File: src/hw/rtl/blti_pkg.sv
// shared types, constants and helpers of the bilinear table interpolator
`default_nettype none
package blti_pkg;

  // value and table geometry
  localparam int unsigned VW = 32;   // value width, signed q16.16
  localparam int unsigned PW = 4;    // breakpoint position width
  localparam int unsigned NP = 16;   // breakpoints per axis
  localparam int unsigned GW = 8;    // grid address width
  localparam int unsigned CW = 5;    // count register width
  localparam int unsigned WW = 33;   // interval weight width
  localparam int unsigned AW = 104;  // product accumulator width
  localparam int unsigned DW = 67;   // divisor / remainder width
  localparam int unsigned BW = 6;    // multiplier bit counter width
  localparam int unsigned QW = 7;    // divider step counter width

  // request kinds
  localparam logic [1:0] REQ_AX1   = 2'd0;
  localparam logic [1:0] REQ_AX2   = 2'd1;
  localparam logic [1:0] REQ_GRID  = 2'd2;
  localparam logic [1:0] REQ_QUERY = 2'd3;

  // result status codes
  localparam logic [1:0] ST_OK    = 2'd0;
  localparam logic [1:0] ST_DEGEN = 2'd1;
  localparam logic [1:0] ST_SAT   = 2'd2;

  // configuration register indexes
  localparam logic CFG_AX1_CNT = 1'b0;
  localparam logic CFG_AX2_CNT = 1'b1;

  typedef struct packed {
    logic [1:0]           req_type;
    logic [PW-1:0]        row_pos;
    logic [PW-1:0]        col_pos;
    logic signed [VW-1:0] write_data;
    logic signed [VW-1:0] query_x;
    logic signed [VW-1:0] query_y;
  } req_t;

  typedef struct packed {
    logic signed [VW-1:0] interp_value;
    logic [1:0]           status;
  } rsp_t;

  // queue entry: request plus its class
  typedef struct packed {
    logic is_query;
    req_t req;
  } item_t;

  // breakpoints in use, clamped to the table size
  function automatic logic [CW-1:0] clamp_cnt(input logic [CW-1:0] c);
    return (c > CW'(NP)) ? CW'(NP) : c;
  endfunction

endpackage
`default_nettype wire

File: src/hw/rtl/blti_front.sv
// front end: accepts request words, tags queries and queues every word
`default_nettype none
module blti_front (
  input  logic             clk_i,
  input  logic             rst_ni,
  input  logic             in_valid_i,
  output logic             in_ready_o,
  input  blti_pkg::req_t   in_data_i,
  output logic             deq_valid_o,
  input  logic             deq_ready_i,
  output blti_pkg::item_t  deq_item_o
);

  blti_pkg::item_t ent_q [2];
  logic            wptr_q, wptr_d, rptr_q, rptr_d;
  logic [1:0]      cnt_q, cnt_d;
  logic            push, pop;

  assign in_ready_o  = (cnt_q != 2'd2);
  assign deq_valid_o = (cnt_q != 2'd0);
  assign deq_item_o  = ent_q[rptr_q];
  assign push        = in_valid_i & in_ready_o;
  assign pop         = deq_valid_o & deq_ready_i;

  // pointer and fill bookkeeping
  always_comb begin
    wptr_d = wptr_q;
    rptr_d = rptr_q;
    cnt_d  = cnt_q;
    if (push) begin
      wptr_d = ~wptr_q;
    end
    if (pop) begin
      rptr_d = ~rptr_q;
    end
    if (push && !pop) begin
      cnt_d = cnt_q + 2'd1;
    end else if (pop && !push) begin
      cnt_d = cnt_q - 2'd1;
    end
  end

  always_ff @(posedge clk_i or negedge rst_ni) begin
    if (!rst_ni) begin
      wptr_q <= 1'b0;
      rptr_q <= 1'b0;
      cnt_q  <= 2'd0;
    end else begin
      wptr_q <= wptr_d;
      rptr_q <= rptr_d;
      cnt_q  <= cnt_d;
    end
  end

  // classify and store the incoming word
  always_ff @(posedge clk_i) begin
    if (push) begin
      ent_q[wptr_q].is_query <= (in_data_i.req_type == blti_pkg::REQ_QUERY);
      ent_q[wptr_q].req      <= in_data_i;
    end
  end

endmodule
`default_nettype wire

File: config.mk
export PLATFORM = sky130hd
export DESIGN_NAME = blti_front
export DESIGN_NICKNAME = d
export VERILOG_FILES = /design/src/hw/rtl/blti_pkg.sv /design/src/hw/rtl/blti_front.sv
export SDC_FILE = /design/constraint.sdc
export NUM_CORES = 1
export LEC_CHECK = 0
export BUFFER_PORTS_ARGS = -buffer_cell sky130_fd_sc_hd__buf_2
export CAP_MARGIN = 40
export CORE_MARGIN = 3
export CORE_UTILIZATION = 28
export CTS_BUF_LIST = sky130_fd_sc_hd__clkbuf_8 sky130_fd_sc_hd__clkbuf_16
export CTS_CLUSTER_DIAMETER = 80
export DETAILED_ROUTE_END_ITERATION = 12
export PLACE_DENSITY_LB_ADDON = 0.08
export SLEW_MARGIN = 40
export SYNTH_ARGS = -nofsm -noshare
export SYNTH_HDL_FRONTEND = slang
export SYNTH_SLANG_ARGS = --single-unit
File: constraint.sdc
create_clock -name clk_i -period 8.3 [get_ports clk_i]
set_input_delay 0.83 -clock clk_i [delete_from_list [all_inputs] [get_ports clk_i]]
set_output_delay 0.83 -clock clk_i [all_outputs]
set_load 0.005 [all_outputs]
==> metrics.md <==
| Metric | Value |
|---|---|
| WL/cell | `between 15 and 20 microns` |
| Gpl congestion | `0.6868` |
| Sequential area share after synthesis | `0.8167` |
| Sw Pwr | `between 0.9 and 1 mW` |
| Routed WL | `16.67 mm` |
| Setup crit end kind | `output port` |
| Hpwl dp | `10.80 mm` |
| Initial Utilization | `0.2861` |
| Post-CTS resize count | `0` |
| Syn nets | `around 460` |
| Worst vdd rail ir drop | `181.0 uV` |
| I/O Buffers | `about 220` |
| DRT iter0 DRCs | `199` |
| Global-route wire length before repair | `around 25 mm` |
| Max clock buf depth | `3` |
| Startpoint Class | `flip-flop` |
| Vias/cell | `4.140` |
| Post-placement cell area | `9528 sq um` |
| Sw Share | `0.2667` |
| Setup TNS | `0 ns` |
| DIE AREA | `30600 sq um` |
| Outcome | `complete, no violations` |
| Fmax | `0.2919 GHz` |
| Util after Layout | `0.3693` |
| Hold-fix buffers, CTS | `0` |
| Clk_skew | `0.004359 ns` |
| Hold Fails Final Rpt | `0` |
| Synth top area cells | `edfxtp_1, mux2_2, mux2_4` |
| Worst path required time | `7.47 ns` |
| Max Transition Viols Final | `0` |
| Cell accounting for the most synthesized area | `edfxtp_1` |
| Die height | `roughly 170 microns` |
| Share of cells above drive strength 1 | `0.6040` |
| Total power | `3.567 mW` |
| DR vias | `around 4100` |
| Post CTS Setup Buffer Count | `0` |
| Avg Inst Size Synth | `around 23 sq um` |
| Leak Pwr | `3.878 nW` |
| Comb pwr share | `0.261` |
| First-pass DRT Iterations | `4` |
| Worst-margin pin slew | `0.7541 ns` |
| GRT overflow | `0` |
| Rows | `61` |
| Slew margin rel. | `0.4973` |
| Power Internal | `about 2.6 mW` |
| Flop pwr share | `0.449` |
| Ys Warns | `0` |
| Pin count of the biggest net entering global routing | `71` |
| Clock sink count | `218` |
| Initial antenna violation count | `6` |
| Design area | `10310 sq um` |
| Die width | `between 150 and 200 microns` |
| Netlist cell types | `16` |
| Syn Inst Count | `between 300 and 400` |
| MaxCap Viol Count | `0` |
| Yosys top cell area share | `0.8041` |
| Critical path class | `flip-flop to output port` |
| CTS H-tree depth | `1` |
| CTS tree | `done` |
| Register bit total from synthesis | `218` |
| Area of the core | `roughly 28000 sq um` |
| RSZ-0062 raised after global routing | `false` |
| Final net count | `699` |
| Routed Antenna Nets | `0` |
| CP arrival | `2.60 ns` |
| Synthesis-to-layout area growth | `29.07%` |
| Cell Pwr Density | `approximately 350 nW/um^2` |
| # DRC | `0` |
| Clock-pin transition on the worst setup and hold timing paths | `approximately 0.060 ns` |
| Cts bufs inserted | `24` |
| Worst Path Max Fanout | `68` |
| HP Class | `input pin to asynchronous set/reset pin` |
| Vias in the first global route | `4418` |
| Io pins | `219` |
| Clock Tree Root | `clkbuf_16` |
| Clk_lat worst skew | `0.50 ns` |
| Final setup fails | `0` |
| Gr usage total | `0.1059` |
| Post-synthesis cell area | `7991 sq um` |
| Clock network fraction of design power | `0.290` |
| Tcrit/Tclk final | `0.4128` |
| Minimum clock period | `3.426 ns` |
==> power by group through the flow <==
stage                     logic, mW  clock network [mW]  registers, mW
after floorplan               0.601                   0           1.60
after global placement        0.956                   0           1.62
after detailed placement      0.959                   0           1.63
after CTS                     0.965                1.08           1.61
after global routing           1.03                1.13           1.63
final                         0.930                1.04           1.60
==> cell usage after synthesis <==
| library cell | instances |
|---|---|
| and2_1 | 1 |
| and3_1 | 1 |
| buf_2 | 8 |
| buf_6 | 4 |
| dfrtp_1 | 4 |
| edfxtp_1 | 214 |
| ha_1 | 1 |
| inv_1 | 1 |
| mux2_2 | 87 |
| mux2_4 | 20 |
| nand2_1 | 2 |
| nand2b_1 | 1 |
| nor2_1 | 2 |
| or2_2 | 1 |
| xnor2_1 | 3 |
| xor2_1 | 2 |
==> state kept, by name, summed over array words and instances, names as in the netlist <==
signal	flops
ent_q	214
cnt_q	2
rptr_q	1
wptr_q	1
==> metrics by stage <==
step | hold slack [ns] | cells | setup slack (ns)
6_report | 0.1244 | 986 | 4.874
5_1_grt | 0.09518 | 985 | 4.679
4_1_cts | 0.09121 | 984 | 4.768
3_5_place_dp | 0.4859 | 940 | 5.329
3_3_place_gp | 0.4748 | 940 | 5.094
2_1_floorplan | 0.4559 | 352 | 2.356
==> final timing paths <==
check / start / endpoint / slack (ns) / depth (start not counted)
max in group asynchronous: rst_ni / rptr_q$_DFFE_PN0P_ / 8.04 / 1
min in group clk_i: cnt_q[1]$_DFFE_PN0P_ / cnt_q[1]$_DFFE_PN0P_ / 0.50 / 1
min reg2reg: cnt_q[1]$_DFFE_PN0P_ / cnt_q[1]$_DFFE_PN0P_ / 0.50 / 1
min: rst_ni / rptr_q$_DFFE_PN0P_ / 0.12 / 1
max reg2reg: cnt_q[0]$_DFFE_PN0P_ / ent_q[1][23]$_DFFE_PP_ / 6.03 / 3
max: rptr_q$_DFFE_PN0P_ / deq_item_o[21] / 4.87 / 3
==> area by class of cell <==
type,count,area [sq um]
fill,2675,17620
sequential,218,6530
clock buffer,25,625.6
timing repair buffer,222,1132
multi-input combinational,121,1389
clock inverter,19,156.4
tap,378,473.0
inverter,1,3.754
antenna,2,5.005
==> layer usage <==
layer / track usage / up-vias / wire [microns]
met5: 0 / - / 75
met1: 0.1376 / 1987 / 7221
met2: 0.1632 / 168 / 7386
met3: 0.04563 / 37 / 1583
met4: 0.02859 / 10 / 399
li1: - / 1880 / -
==> placed cells by master (no fill, tap or decap) <==
| master | n |
|---|---|
| xor2_1 | 2 |
| nor2_4 | 1 |
| clkinv_2 | 5 |
| nand2b_1 | 1 |
| nor2_1 | 1 |
| buf_4 | 1 |
| bufinv_16 | 3 |
| mux2_2 | 87 |
| xnor2_1 | 3 |
| ha_1 | 1 |
| and3_4 | 1 |
| dfrtp_4 | 1 |
| clkbuf_16 | 25 |
| edfxtp_1 | 214 |
| mux2_4 | 20 |
| or2_2 | 1 |
| dfrtp_1 | 3 |
| and2_1 | 1 |
| diode_2 | 2 |
| buf_6 | 3 |
| clkinv_1 | 6 |
| inv_1 | 6 |
| nand2_1 | 2 |
| buf_2 | 218 |
==> kinds of logic (layout without fill, tap and decap cells) <==
family                   after synthesis  count (layout)  synth area share
AND/OR/NAND/NOR                        8               8          0.005013
multiplexers                         107             107            0.1602
XOR/XNOR                               5               5          0.005481
flip-flops                           218             218            0.8167
buffers and inverters                 13             267           0.01112
adder cells (fa/ha/maj)                1               1          0.001565
other                                  0               2                 0
==> worst max-delay path, stage by stage (launching register included) <==
cell     delay (ns)
dfrtp_4        0.81
buf_6          0.65
mux2_2         0.43
buf_2          0.13
No activity file was read; power rests on OpenSTA's default activity.
